File: src/design/clamped_motion_integrator_assert.svh
// assertion macros used by the motion integrator top level
`ifndef CLAMPED_MOTION_INTEGRATOR_ASSERT_SVH
`define CLAMPED_MOTION_INTEGRATOR_ASSERT_SVH

`ifndef ASSERT_OFF
// same-cycle implication, disabled during reset
`define CMI_ASSERT_IMP(label, clk, rst_n, cond, prop, msg) \
  label: assert property (@(posedge clk) disable iff (!rst_n) (cond) |-> (prop)) \
    else $error(msg);
// next-cycle implication, disabled during reset
`define CMI_ASSERT_NXT(label, clk, rst_n, cond, prop, msg) \
  label: assert property (@(posedge clk) disable iff (!rst_n) (cond) |=> (prop)) \
    else $error(msg);
`else
`define CMI_ASSERT_IMP(label, clk, rst_n, cond, prop, msg)
`define CMI_ASSERT_NXT(label, clk, rst_n, cond, prop, msg)
`endif

`endif

File: src/design/cmi_pkg.sv
// types and constants for the clamped motion integrator
package cmi_pkg;

  localparam int CFG_ADDR_W = 4;

  // operation codes
  localparam logic [2:0] OP_TICK_ABS    = 3'd0;
  localparam logic [2:0] OP_TICK_PARENT = 3'd1;
  localparam logic [2:0] OP_TICK_CAMERA = 3'd2;
  localparam logic [2:0] OP_PUBLISH     = 3'd3;
  localparam logic [2:0] OP_LOAD        = 3'd4;

  // register indexes
  localparam logic [1:0] REG_ACCEL_X     = 2'd0;
  localparam logic [1:0] REG_ACCEL_Y     = 2'd1;
  localparam logic [1:0] REG_MAX_SPEED_X = 2'd2;
  localparam logic [1:0] REG_MAX_SPEED_Y = 2'd3;

  // speed limit value that turns the clamp off
  localparam logic signed [31:0] NO_LIMIT = 32'sh8000_0000;

  typedef struct packed {
    logic        [2:0]  operation;
    logic signed [31:0] parent_pos_x;
    logic signed [31:0] parent_pos_y;
    logic signed [31:0] camera_x;
    logic signed [31:0] camera_y;
    logic signed [31:0] load_pos_x;
    logic signed [31:0] load_pos_y;
    logic signed [31:0] load_vel_x;
    logic signed [31:0] load_vel_y;
  } in_req_t;

  typedef struct packed {
    logic signed [15:0] screen_x;
    logic signed [15:0] screen_y;
    logic signed [31:0] position_x;
    logic signed [31:0] position_y;
    logic signed [31:0] velocity_x;
    logic signed [31:0] velocity_y;
  } out_rsp_t;

  typedef struct packed {
    logic signed [31:0] accel_x;
    logic signed [31:0] accel_y;
    logic signed [31:0] max_speed_x;
    logic signed [31:0] max_speed_y;
  } cfg_t;

endpackage

File: src/design/cmi_regs.sv
// apb register file holding acceleration and speed limits
module cmi_regs (
  input  logic                          clk,
  input  logic                          rst_n,
  input  logic                          psel,
  input  logic                          penable,
  input  logic                          pwrite,
  input  logic [cmi_pkg::CFG_ADDR_W-1:0] paddr,
  input  logic [31:0]                   pwdata,
  output logic [31:0]                   prdata,
  output logic                          pready,
  output cmi_pkg::cfg_t                 cfg
);
  import cmi_pkg::*;

  cfg_t cfg_r;
  cfg_t cfg_nxt;
  logic wr_en;

  assign wr_en  = psel && penable && pwrite;
  assign pready = 1'b1;
  assign cfg    = cfg_r;

  // register write decode
  always_comb begin
    cfg_nxt = cfg_r;
    if (wr_en) begin
      unique case (paddr[3:2])
        REG_ACCEL_X:     cfg_nxt.accel_x     = pwdata;
        REG_ACCEL_Y:     cfg_nxt.accel_y     = pwdata;
        REG_MAX_SPEED_X: cfg_nxt.max_speed_x = pwdata;
        REG_MAX_SPEED_Y: cfg_nxt.max_speed_y = pwdata;
      endcase
    end
  end

  always_ff @(posedge clk) begin
    if (!rst_n) begin
      cfg_r.accel_x     <= '0;
      cfg_r.accel_y     <= '0;
      cfg_r.max_speed_x <= NO_LIMIT;
      cfg_r.max_speed_y <= NO_LIMIT;
    end else begin
      cfg_r <= cfg_nxt;
    end
  end

  // read mux
  always_comb begin
    unique case (paddr[3:2])
      REG_ACCEL_X:     prdata = cfg_r.accel_x;
      REG_ACCEL_Y:     prdata = cfg_r.accel_y;
      REG_MAX_SPEED_X: prdata = cfg_r.max_speed_x;
      REG_MAX_SPEED_Y: prdata = cfg_r.max_speed_y;
    endcase
  end

endmodule

File: src/design/cmi_axis.sv
// one axis of the integrator: accelerate, clamp, then move
module cmi_axis (
  input  logic signed [31:0] pos_i,
  input  logic signed [31:0] vel_i,
  input  logic signed [31:0] accel_i,
  input  logic signed [31:0] max_speed_i,
  output logic signed [31:0] pos_o,
  output logic signed [31:0] vel_o
);
  import cmi_pkg::*;

  logic signed [31:0] vel_acc;
  logic signed [31:0] neg_lim;

  assign vel_acc = vel_i + accel_i;
  assign neg_lim = -max_speed_i;

  // clamp against the limit, or its negation at zero and below
  always_comb begin
    vel_o = vel_acc;
    if (max_speed_i != NO_LIMIT) begin
      if (vel_acc > 32'sd0) begin
        if (vel_acc > max_speed_i) vel_o = max_speed_i;
      end else begin
        if (neg_lim > vel_acc) vel_o = neg_lim;
      end
    end
  end

  assign pos_o = pos_i + vel_o;

endmodule

File: src/design/clamped_motion_integrator.sv
// top level of the clamped motion integrator
// Takes one request per clock while out_ready does not hold back the result
// register. A request is latched into an input register, worked against the
// stored position and velocity (add acceleration, clamp, add velocity) as it
// moves on, and the result is captured in the output register together with
// the new state. The rate is set by the state feedback loop: the 32-bit
// velocity add, the clamp compares and the position add close with no register
// between them. Configuration writes take effect from the next request
// onward.
`include "clamped_motion_integrator_assert.svh"
module clamped_motion_integrator #(
  parameter int FRACTION_BITS = 16
) (
  input  logic                          clk,
  input  logic                          rst_n,
  input  logic                          psel,
  input  logic                          penable,
  input  logic                          pwrite,
  input  logic [cmi_pkg::CFG_ADDR_W-1:0] paddr,
  input  logic [31:0]                   pwdata,
  output logic [31:0]                   prdata,
  output logic                          pready,
  input  logic                          in_valid,
  output logic                          in_ready,
  input  cmi_pkg::in_req_t              in_data,
  output logic                          out_valid,
  input  logic                          out_ready,
  output cmi_pkg::out_rsp_t             out_data
);
  import cmi_pkg::*;

  cfg_t     cfg;
  in_req_t  stg_data_r;
  logic     stg_valid_r;
  out_rsp_t out_data_r;
  out_rsp_t out_data_nxt;
  logic     out_valid_r;
  logic     advance;
  logic     integrate;
  logic     any_motion;

  logic signed [31:0] pos_x_r, pos_y_r, vel_x_r, vel_y_r;
  logic signed [31:0] pos_x_nxt, pos_y_nxt, vel_x_nxt, vel_y_nxt;
  logic signed [31:0] int_pos_x, int_pos_y, int_vel_x, int_vel_y;
  logic signed [31:0] par_sum_x, par_sum_y;
  logic signed [31:0] scr_x, scr_y;

  cmi_regs u_regs (
    .clk     (clk),
    .rst_n   (rst_n),
    .psel    (psel),
    .penable (penable),
    .pwrite  (pwrite),
    .paddr   (paddr),
    .pwdata  (pwdata),
    .prdata  (prdata),
    .pready  (pready),
    .cfg     (cfg)
  );

  // handshake: input register refills as the held request moves on
  assign advance   = stg_valid_r && (!out_valid_r || out_ready);
  assign in_ready  = !stg_valid_r || advance;
  assign out_valid = out_valid_r;
  assign out_data  = out_data_r;

  // input register
  always_ff @(posedge clk) begin
    if (!rst_n) begin
      stg_valid_r <= 1'b0;
    end else if (in_ready) begin
      stg_valid_r <= in_valid;
    end
  end

  always_ff @(posedge clk) begin
    if (in_valid && in_ready) begin
      stg_data_r <= in_data;
    end
  end

  // integration datapath per axis
  cmi_axis u_axis_x (
    .pos_i       (pos_x_r),
    .vel_i       (vel_x_r),
    .accel_i     (cfg.accel_x),
    .max_speed_i (cfg.max_speed_x),
    .pos_o       (int_pos_x),
    .vel_o       (int_vel_x)
  );

  cmi_axis u_axis_y (
    .pos_i       (pos_y_r),
    .vel_i       (vel_y_r),
    .accel_i     (cfg.accel_y),
    .max_speed_i (cfg.max_speed_y),
    .pos_o       (int_pos_y),
    .vel_o       (int_vel_y)
  );

  // parent mode only moves an object that has some motion
  assign any_motion = (vel_x_r != '0) || (vel_y_r != '0) ||
                      (cfg.accel_x != '0) || (cfg.accel_y != '0);

  // next state selection by operation
  always_comb begin
    integrate = 1'b0;
    pos_x_nxt = pos_x_r;
    pos_y_nxt = pos_y_r;
    vel_x_nxt = vel_x_r;
    vel_y_nxt = vel_y_r;
    unique case (stg_data_r.operation)
      OP_TICK_ABS:    integrate = 1'b1;
      OP_TICK_PARENT: integrate = any_motion;
      OP_TICK_CAMERA: integrate = 1'b1;
      default:        integrate = 1'b0;
    endcase
    if (stg_data_r.operation == OP_LOAD) begin
      pos_x_nxt = stg_data_r.load_pos_x;
      pos_y_nxt = stg_data_r.load_pos_y;
      vel_x_nxt = stg_data_r.load_vel_x;
      vel_y_nxt = stg_data_r.load_vel_y;
    end else if (integrate) begin
      pos_x_nxt = int_pos_x;
      pos_y_nxt = int_pos_y;
      vel_x_nxt = int_vel_x;
      vel_y_nxt = int_vel_y;
    end
  end

  // screen coordinate per publish mode
  assign par_sum_x = pos_x_nxt + stg_data_r.parent_pos_x;
  assign par_sum_y = pos_y_nxt + stg_data_r.parent_pos_y;

  always_comb begin
    unique case (stg_data_r.operation)
      OP_TICK_PARENT: begin
        scr_x = par_sum_x >>> FRACTION_BITS;
        scr_y = par_sum_y >>> FRACTION_BITS;
      end
      OP_TICK_CAMERA: begin
        scr_x = (pos_x_nxt >>> FRACTION_BITS) - (stg_data_r.camera_x >>> FRACTION_BITS);
        scr_y = (pos_y_nxt >>> FRACTION_BITS) - (stg_data_r.camera_y >>> FRACTION_BITS);
      end
      default: begin
        scr_x = pos_x_nxt >>> FRACTION_BITS;
        scr_y = pos_y_nxt >>> FRACTION_BITS;
      end
    endcase
  end

  always_comb begin
    out_data_nxt.screen_x   = scr_x[15:0];
    out_data_nxt.screen_y   = scr_y[15:0];
    out_data_nxt.position_x = pos_x_nxt;
    out_data_nxt.position_y = pos_y_nxt;
    out_data_nxt.velocity_x = vel_x_nxt;
    out_data_nxt.velocity_y = vel_y_nxt;
  end

  // object state
  always_ff @(posedge clk) begin
    if (!rst_n) begin
      pos_x_r <= '0;
      pos_y_r <= '0;
      vel_x_r <= '0;
      vel_y_r <= '0;
    end else if (advance) begin
      pos_x_r <= pos_x_nxt;
      pos_y_r <= pos_y_nxt;
      vel_x_r <= vel_x_nxt;
      vel_y_r <= vel_y_nxt;
    end
  end

  // result register
  always_ff @(posedge clk) begin
    if (!rst_n) begin
      out_valid_r <= 1'b0;
    end else if (advance) begin
      out_valid_r <= 1'b1;
    end else if (out_ready) begin
      out_valid_r <= 1'b0;
    end
  end

  always_ff @(posedge clk) begin
    if (advance) begin
      out_data_r <= out_data_nxt;
    end
  end

  // checks
  `CMI_ASSERT_IMP(a_stg_hold, clk, rst_n, stg_valid_r && !advance, !in_ready,
    "held request would be overwritten")
  `CMI_ASSERT_NXT(a_rsp_state, clk, rst_n, advance,
    out_valid_r && out_data_r.position_x == pos_x_r && out_data_r.velocity_y == vel_y_r,
    "result does not match stored state")
  `CMI_ASSERT_NXT(a_publish_hold, clk, rst_n,
    advance && stg_data_r.operation == OP_PUBLISH,
    $stable(pos_x_r) && $stable(vel_x_r) && $stable(pos_y_r) && $stable(vel_y_r),
    "publish request changed state")
  `CMI_ASSERT_NXT(a_load_state, clk, rst_n, advance && stg_data_r.operation == OP_LOAD,
    vel_x_r == $past(stg_data_r.load_vel_x) && pos_y_r == $past(stg_data_r.load_pos_y),
    "load request did not set state")

endmodule

File: config.mk
export PLATFORM = sky130hd
export DESIGN_NAME = clamped_motion_integrator
export DESIGN_NICKNAME = d
export VERILOG_FILES = /design/src/design/cmi_pkg.sv /design/src/design/cmi_regs.sv /design/src/design/cmi_axis.sv /design/src/design/clamped_motion_integrator.sv
export VERILOG_INCLUDE_DIRS = /design/src /design/src/design
export SDC_FILE = /design/constraint.sdc
export NUM_CORES = 2
export LEC_CHECK = 0
export BUFFER_PORTS_ARGS = -buffer_cell sky130_fd_sc_hd__buf_4
export CAP_MARGIN = 20
export CORE_ASPECT_RATIO = 1.1
export CORE_MARGIN = 2
export CORE_UTILIZATION = 55
export CTS_BUF_LIST = sky130_fd_sc_hd__clkbuf_4 sky130_fd_sc_hd__clkbuf_8
export DETAILED_ROUTE_END_ITERATION = 12
export HOLD_SLACK_MARGIN = 0.03
export MAX_ROUTING_LAYER = met4
export PLACE_DENSITY_LB_ADDON = 0.1
export SYNTH_ARGS = -nofsm -noshare
export SYNTH_HDL_FRONTEND = slang
export SYNTH_SLANG_ARGS = --single-unit
export TNS_END_PERCENT = 20
File: constraint.sdc
create_clock -name clk -period 33.6 [get_ports clk]
set_clock_uncertainty 0.1 [all_clocks]
set_input_delay 5.04 -clock clk [delete_from_list [all_inputs] [get_ports clk]]
set_output_delay 5.04 -clock clk [all_outputs]
set_load 0.01 [all_outputs]
==> Yosys cells after proc, flatten, opt, wreduce, memory -nomap -nowiden <==
Cells that the tools add are included.
{ "word_totals": {"reg_bits": 677, "latch_bits": 0, "ramBits": 0, "mem_bits_ro": 0, "in_bits": 302, "out_inout_bits": 195, "word_cells": 94, "memories": 0} }
{ "op_classes": {"addsub": 10, "n_mul": 0, "div_mod_pow": 0, "n_lt_le_gt_ge": 6, "eq_ne": 8, "shift": 0, "mux": 22, "n_bitwise": 0, "reduce_logical": 23} }
{ "ops": {"columns": ["cell", "count"], "rows": [
  ["2-to-1 mux 32 bit", 16],
  ["adder 32 bit", 6],
  ["greater-than comparator 32 bit", 4],
  ["case mux 32 bit (4 select lines)", 1],
  ["nonzero test 32 bit", 4],
  ["greater-than comparator 32 x 1 -> 1 bit, second input constant", 2],
  ["inequality test 32 bit, second input constant", 2],
  ["negation 32 bit", 2],
  ["case mux 16 bit (2 select lines)", 2],
  ["subtractor 16 bit", 2],
  ["AND reduction 2 bit", 4],
  ["logical OR 1 bit", 5],
  ["equality test 2 bit, second input constant", 2],
  ["logical AND 1 bit", 4],
  ["equality test 3 x 1 -> 1 bit, second input constant", 1],
  ["equality test 3 x 2 -> 1 bit, second input constant", 1],
  ["equality test 3 bit, second input constant", 1],
  ["zero test 3 bit", 1],
  ["equality test 2 x 1 -> 1 bit, second input constant", 1],
  ["zero test 1 bit", 2],
  ["zero test 2 bit", 1],
  ["2-to-1 mux 1 bit", 2],
  ["case mux 1 bit (2 select lines)", 1],
  ["nonzero test 2 bit", 1],
  ["OR reduction 2 bit", 1]
]} }

==> Depth between registers and ports, before layout <==
{ "depth": {"word_depth": 10, "depth_mapped": 59} }

==> By module <==
A second synthesis with hierarchy kept.
{ "hier_totals": {"cells_unflattened": 4460, "hier_area_um2": 42734.7} }
{ "by_module_without_submodules": {"columns": ["module", "instances", "cells_each", "area_each_um2", "seq_area_each_um2"], "rows": [
  ["clamped_motion_integrator", 1, 2109, 24104.4, 14223.6],
  ["cmi_axis (u_axis_y)", 1, 935, 6625.1, 0.0],
  ["cmi_axis (u_axis_x)", 1, 918, 6522.5, 0.0],
  ["cmi_regs", 1, 498, 5482.8, 2562.5]
]} }

==> Worst setup path before layout <==
OpenSTA, ideal clock, no wires.
{ "synth_timing": {"path_kind": "in2out", "from": "input port paddr[2] in the netlist's numbering", "to": "output port prdata[0]", "t_arrival_ps": 6502, "required_ps": 28460, "slack_ps": 21958, "path_stages": 3, "n_path_buf": 2, "cell_sequence": "clkbuf_1 buf_1 mux4_2"} }
{ "synth_between": {"elab_chain_cells": 2, "word_cells_on_any_way": 5, "classes_between": "eq/ne (3); mux (1); reduce/logical (1)"} }
{ "synth_rtl": {"columns": ["element", "line_no", "text"], "rows": [
  ["start: declaration", "clamped_motion_integrator.sv:19", "input logic [cmi_pkg::CFG_ADDR_W-1:0] paddr,"],
  ["equality test 2 bit (tied with other cells)", "cmi_regs.sv:50", "unique case (paddr[3:2])"],
  ["case mux 32 bit (4 select lines) (*)", "cmi_regs.sv:50", null],
  ["end: declaration", "clamped_motion_integrator.sv:21", "output logic [31:0] prdata,"]
]} }
Mark *: on every way between the ends. The rest lies on a longest branch, timed or not.

==> Final worst setup path <==
{ "layout_timing": {"from": "register vel_y_r[1]", "to": "register out_data_r, in the netlist out_data[142], data pin"} }
{ "layout_between": {"elab_chain_cells": 10, "word_cells_on_any_way": 19, "classes_between": "add/sub (4); order compare (3); mux (8); reduce/logical (4)"} }
{ "layout_rtl": {"columns": ["element", "line_no", "text"], "rows": [
  ["start: declaration", "clamped_motion_integrator.sv:42", "logic signed [31:0] pos_x_r, pos_y_r, vel_x_r, vel_y_r;"],
  ["start signal: assignment", "clamped_motion_integrator.sv:172", "vel_y_r <= vel_y_nxt;"],
  ["adder 32 bit", "cmi_axis.sv:15", "assign vel_acc = vel_i + accel_i;"],
  ["greater-than comparator 32 bit (on tied branches)", "cmi_axis.sv:25, cmi_axis.sv:23", null],
  ["2-to-1 mux 32 bit (on tied branches)", "cmi_axis.sv:25, cmi_axis.sv:23", null],
  ["2-to-1 mux 32 bit", "cmi_axis.sv:22", "if (vel_acc > 32'sd0) begin"],
  ["2-to-1 mux 32 bit", "cmi_axis.sv:21", "if (max_speed_i != NO_LIMIT) begin"],
  ["adder 32 bit", "cmi_axis.sv:30", "assign pos_o = pos_i + vel_o;"],
  ["2-to-1 mux 32 bit (*)", "clamped_motion_integrator.sv:123", "end else if (integrate) begin"],
  ["2-to-1 mux 32 bit (*)", "clamped_motion_integrator.sv:118", "if (stg_data_r.operation == OP_LOAD) begin"],
  ["net pos_y_nxt[14]", "clamped_motion_integrator.sv:43", "logic signed [31:0] pos_x_nxt, pos_y_nxt, vel_x_nxt, vel_y_nxt;"],
  ["adder 32 bit (*)", "clamped_motion_integrator.sv:133", "assign par_sum_y = pos_y_nxt + stg_data_r.parent_pos_y;"],
  ["case mux 16 bit (2 select lines) (*)", "clamped_motion_integrator.sv:136", "unique case (stg_data_r.operation)"],
  ["net scr_y[14]", "clamped_motion_integrator.sv:46", "logic signed [31:0] scr_x, scr_y;"],
  ["end signal: assignment", "clamped_motion_integrator.sv:189", "out_data_r <= out_data_nxt;"],
  ["end: declaration", "clamped_motion_integrator.sv:35", "out_rsp_t out_data_r;"]
]} }
The timed path passes the listed nets; every way through them passes the cells marked *.
A chain may end at the register's enable or synchronous reset.

==> results <==
- Dividing the detail-routed wire length by the instance count gives 24.5 microns.
- The number of clock sinks is 645.
- For the finished layout, the period the worst path requires is 14.79 ns.
- The arrival time of the worst setup path is 15.19 ns.
- The final-report max-slew violation count was 0.
- The total overflow left after global routing is 0.
- For the pin with the worst max-slew slack, the measured transition is 1.26 ns.
- Max-cap violations in this run came to 0.
- The die is 265 microns wide.
- The number of top-level pins is a little under 500.
- The largest stage delay on the critical path is 0.71 ns.
- The slowest stage of the critical path belongs to the cell sky130_fd_sc_hd__o41ai_1.
- The number of port buffers is 461.
- The cell family with the largest share of critical-path delay is compound AO/OA/AOI/OAI gates.
- Multiplexer cells account for 2.74% of the synthesized area.
- The synthesized design contains 387 enable-type register cells.
- The synthesized cell area is 0.0411 sq mm.
- The total track usage is 38.1%.
- Sequential cells were found to cover about two fifths of the synthesized design area.
- IR analysis of the VDD net gives a maximum drop of approximately 37 uV.
- Across all layers, the routed design uses between 30,000 and 40,000 vias.
- After clock tree synthesis, the clock-pin slew on the worst setup and hold paths is 0.07 ns.
- The synthesized netlist devotes 10.8% of its cell area to adder and majority cells.
- The number of clock buffers added by TritonCTS is ~110.
- The critical path class is flop to flop.
- The flow ran to the end, and the final reports show no timing, DRC or antenna violations.
- The maximum root-to-sink buffer count is 3.
- The placer congestion estimate is 1.06.
- After clock tree synthesis, the repair step resized 0 gates.
- The proportion of layout cells with a drive suffix above 1 is between 10% and 20%.
- The number of nets in the layout is 5,596.
- For this design, the CTS-stage hold fixing added 0 buffers.
- The H-tree depth reported by CTS is 3.
- The detailed-router iteration count before antenna repair is 6.
- The cell type with the highest aggregate area in the netlist is sky130_fd_sc_hd__edfxtp_1.
- After Yosys synthesis, and, or, nand and nor cells account for 16.1% of the synthesized area.
- The reported leakage power is 20.2 nW.
- The vertical extent of the die is 291 microns.
- Entering global routing, the biggest net connects 144 pins.
- The synthesized area divided by synthesized cell count is 9.03 sq um.
- For the worst setup path, the data required time is 34.00 ns.
- The number of library cell types mapped by synthesis is 105.
- The wire length after detailed routing is 147,000 microns.
- The synthesized netlist devotes ~4.3% of its cell area to XOR and XNOR gates.
- Power spread over the standard cell area amounts to 48.5 mW/mm^2.
- The buffer type at the clock tree root is sky130_fd_sc_hd__clkbuf_8.
- The number of DRC violations after detailed routing is 0.
- The dominant combinational cell family by area after synthesis is compound AO/OA/AOI/OAI gates.
- STA classifies the critical path endpoint as a flop.
- In this run the worst hold path is classified as flop to flop.
- The number of nets produced by synthesis is ~5,200.
- The TritonCTS clock tree is done.
- The number of antenna violations at the first check in global routing came to 17.
- The core region area is ~0.074 sq mm.
- In the layout the commonest cells are sky130_fd_sc_hd__nand2_1, sky130_fd_sc_hd__buf_4, sky130_fd_sc_hd__a21oi_1.
- The floorplan has 105 rows.
- The post-route cell area is 0.0476 sq mm.
- The number of global-route vias before repair is 35,000.
- The HPWL reported at the end of detailed placement is 111,000 microns.
- The worst setup path is launched from a flop.
- Setup repair after global routing left no endpoint under its margin.
- The fraction of synthesized cell area taken by the top area cell type is between 20 and 30%.
- For this configuration, the core starts out at a cell density of 55.3%.
- The number of hold violations in the final report is 0.
- The post-synthesis register bit count is 645.
- The first global-routing pass estimated 216,000 microns of wire.
- The number of warnings issued by yosys is 0.
- Counting every instance in the synthesized netlist gives 4,556.
- The dominant synthesized flop cell is sky130_fd_sc_hd__edfxtp_1.
- In the post-synthesis netlist, the biggest area contributors are sky130_fd_sc_hd__edfxtp_1, sky130_fd_sc_hd__dfxtp_1, sky130_fd_sc_hd__ha_1, sky130_fd_sc_hd__nand2_1, sky130_fd_sc_hd__a21oi_1.
- The async set or reset register ratio after synthesis is 0%.
- The clock reaches the later pin of the worst-skew pair after 0.76 ns.
- In the finished design, the share of the clock period the worst path needs comes to between 40 and 50%.
- The count of nets left with antenna violations once routing finished came out at 0.
- The number of setup violations in the final report is 0.
- Leaving out fill and tap cells, the most frequent cell in the layout is sky130_fd_sc_hd__nand2_1.
- Buffers added to address setup during post-CTS repair amount to 0.
- The floorplan step defined a die boundary enclosing about 0.077 sq mm.
- The number of fillers in the final layout is 6,300.
- The aggregate negative setup slack is 0 ns.
- Together, buffers and inverters on the worst path number 3.
- Timing would allow up to 67.6 MHz.
- In this run the worst path has a maximum fanout of 24.
- The complex-gate fraction of the synthesized area is 21.0%.
- The worst slew margin relative to its limit is between 10% and 20%.
- The post-synthesis to final-layout area growth is 15.7%.
- Using the TritonRoute via totals, the vias-per-cell ratio works out to around 6.2.
- The detailed router finished its first iteration with 4,047 violations.
- Summing all placed instances gives a cell area of 0.0453 sq mm.
-- synth_stat cells (8+ instances only) --
library cell / count
sky130_fd_sc_hd__xor2_1: 62
sky130_fd_sc_hd__a211o_1: 13
sky130_fd_sc_hd__nor2b_1: 30
sky130_fd_sc_hd__a21boi_0: 8
sky130_fd_sc_hd__nand2_1: 653
sky130_fd_sc_hd__mux4_2: 32
sky130_fd_sc_hd__or3_1: 31
sky130_fd_sc_hd__o21ai_1: 12
sky130_fd_sc_hd__buf_2: 16
sky130_fd_sc_hd__mux2i_1: 37
sky130_fd_sc_hd__or2_2: 17
sky130_fd_sc_hd__o31a_1: 8
sky130_fd_sc_hd__ha_1: 343
sky130_fd_sc_hd__o21ba_2: 8
sky130_fd_sc_hd__a31oi_1: 71
sky130_fd_sc_hd__nand2b_1: 42
sky130_fd_sc_hd__clkbuf_1: 180
sky130_fd_sc_hd__o21a_1: 38
sky130_fd_sc_hd__inv_1: 234
sky130_fd_sc_hd__o21bai_1: 23
sky130_fd_sc_hd__or4_1: 11
sky130_fd_sc_hd__nor3_1: 78
sky130_fd_sc_hd__nand3_1: 73
sky130_fd_sc_hd__o21ai_0: 260
sky130_fd_sc_hd__edfxtp_1: 387
sky130_fd_sc_hd__a21o_1: 153
sky130_fd_sc_hd__nor4_1: 50
sky130_fd_sc_hd__buf_1: 24
sky130_fd_sc_hd__dfxtp_1: 258
sky130_fd_sc_hd__o22ai_1: 63
sky130_fd_sc_hd__xnor2_1: 133
sky130_fd_sc_hd__nand4_1: 51
sky130_fd_sc_hd__nor2_1: 315
sky130_fd_sc_hd__and3_1: 34
sky130_fd_sc_hd__a22oi_1: 29
sky130_fd_sc_hd__o211ai_1: 37
sky130_fd_sc_hd__o221ai_1: 23
sky130_fd_sc_hd__a211oi_1: 33
sky130_fd_sc_hd__a221o_1: 8
sky130_fd_sc_hd__a21oi_1: 479
sky130_fd_sc_hd__o2bb2ai_1: 8
sky130_fd_sc_hd__and2_1: 20
-- final cells by class --
cell class | instances | area (sq um) | share of cell area, %
clock buffers | 158 | 1930 | 4.06
multi-input cells | 3451 | 22600 | 47.6
well taps | 963 | 1200 | 2.53
diodes | 17 | 42.5 | 0.0894
inverters | 238 | 907 | 1.91
repair buffers | 504 | 3780 | 7.95
flip-flops and latches | 645 | 16800 | 35.3
clock inverters | 38 | 285 | 0.599
-- report_power, final --
| group | switching (mW) | internal, mW |
|---|---|---|
| Sequential | 0.0328 | 0.892 |
| Combinational | 0.408 | 0.248 |
| Clock | 0.342 | 0.387 |
-- routing by layer --
layer	vias up	routed length (microns)	GRT usage [%]	share of wire (%)
met5	-	0	-	0
met4	0	6600	16.0	4.5
met3	316	15800	9.19	11
met2	1902	65700	57.5	45
met1	17800	59000	49.1	40
li1	17500	-	-	-
-- registers in the layout, summed over array words and instances, names as in the netlist --
name / flops
out_valid: 1
vel_x_r: 32
u_regs.cfg: 128
out_data: 160
stg_valid_r: 1
vel_y_r: 32
pos_y_r: 32
pos_x_r: 32
stg_data_r: 227
-- logic make-up after synthesis --
group           Yosys count
fa+ha+maj               351
simple gates           1453
compound gates         1377
flops                   645
buf+inv                 460
other cells               1
xor+xnor                197
mux                      72
-- final timing paths --
kind	startpoint	endpoint	slack, ns	cells past startpoint
setup / recovery	vel_y_r[1]	out_data[142]	18.81	51
hold reg to reg	pos_x_r[6]	pos_x_r[6]	0.38	2
hold / removal	pos_x_r[6]	pos_x_r[6]	0.38	2
setup reg to reg	vel_y_r[1]	out_data[142]	18.81	51
-- stage by stage --
step | utilization (%) | power, mW | cells | hold slack [ns] | worst slack (ns)
2_1_floorplan | - | 1.35 | 4556 | 0.346 | 21.96
3_3_place_gp | 61.0 | 1.57 | 5800 | 0.363 | 19.26
3_5_place_dp | 61.0 | 1.57 | 5801 | 0.368 | 19.19
4_1_cts | 63.9 | 2.30 | 5997 | 0.378 | 19.13
5_1_grt | 64.0 | 2.40 | 6012 | 0.397 | 18.30
6_report | 64.0 | 2.31 | 6014 | 0.377 | 18.81
-- worst register-to-register path, delay by kind of cell (launching register included) --
kind,cells,cell delay [ns]
muxes,1,0.41
DFF,1,0.61
xor gates and xnor gates,2,0.29
buffers and inverters,3,0.53
AOI/OAI and AO/OA,29,7.91
adders and majority gates,5,1.91
and+or+nand+nor,11,2.81
Power figures use the tool's default switching activity.
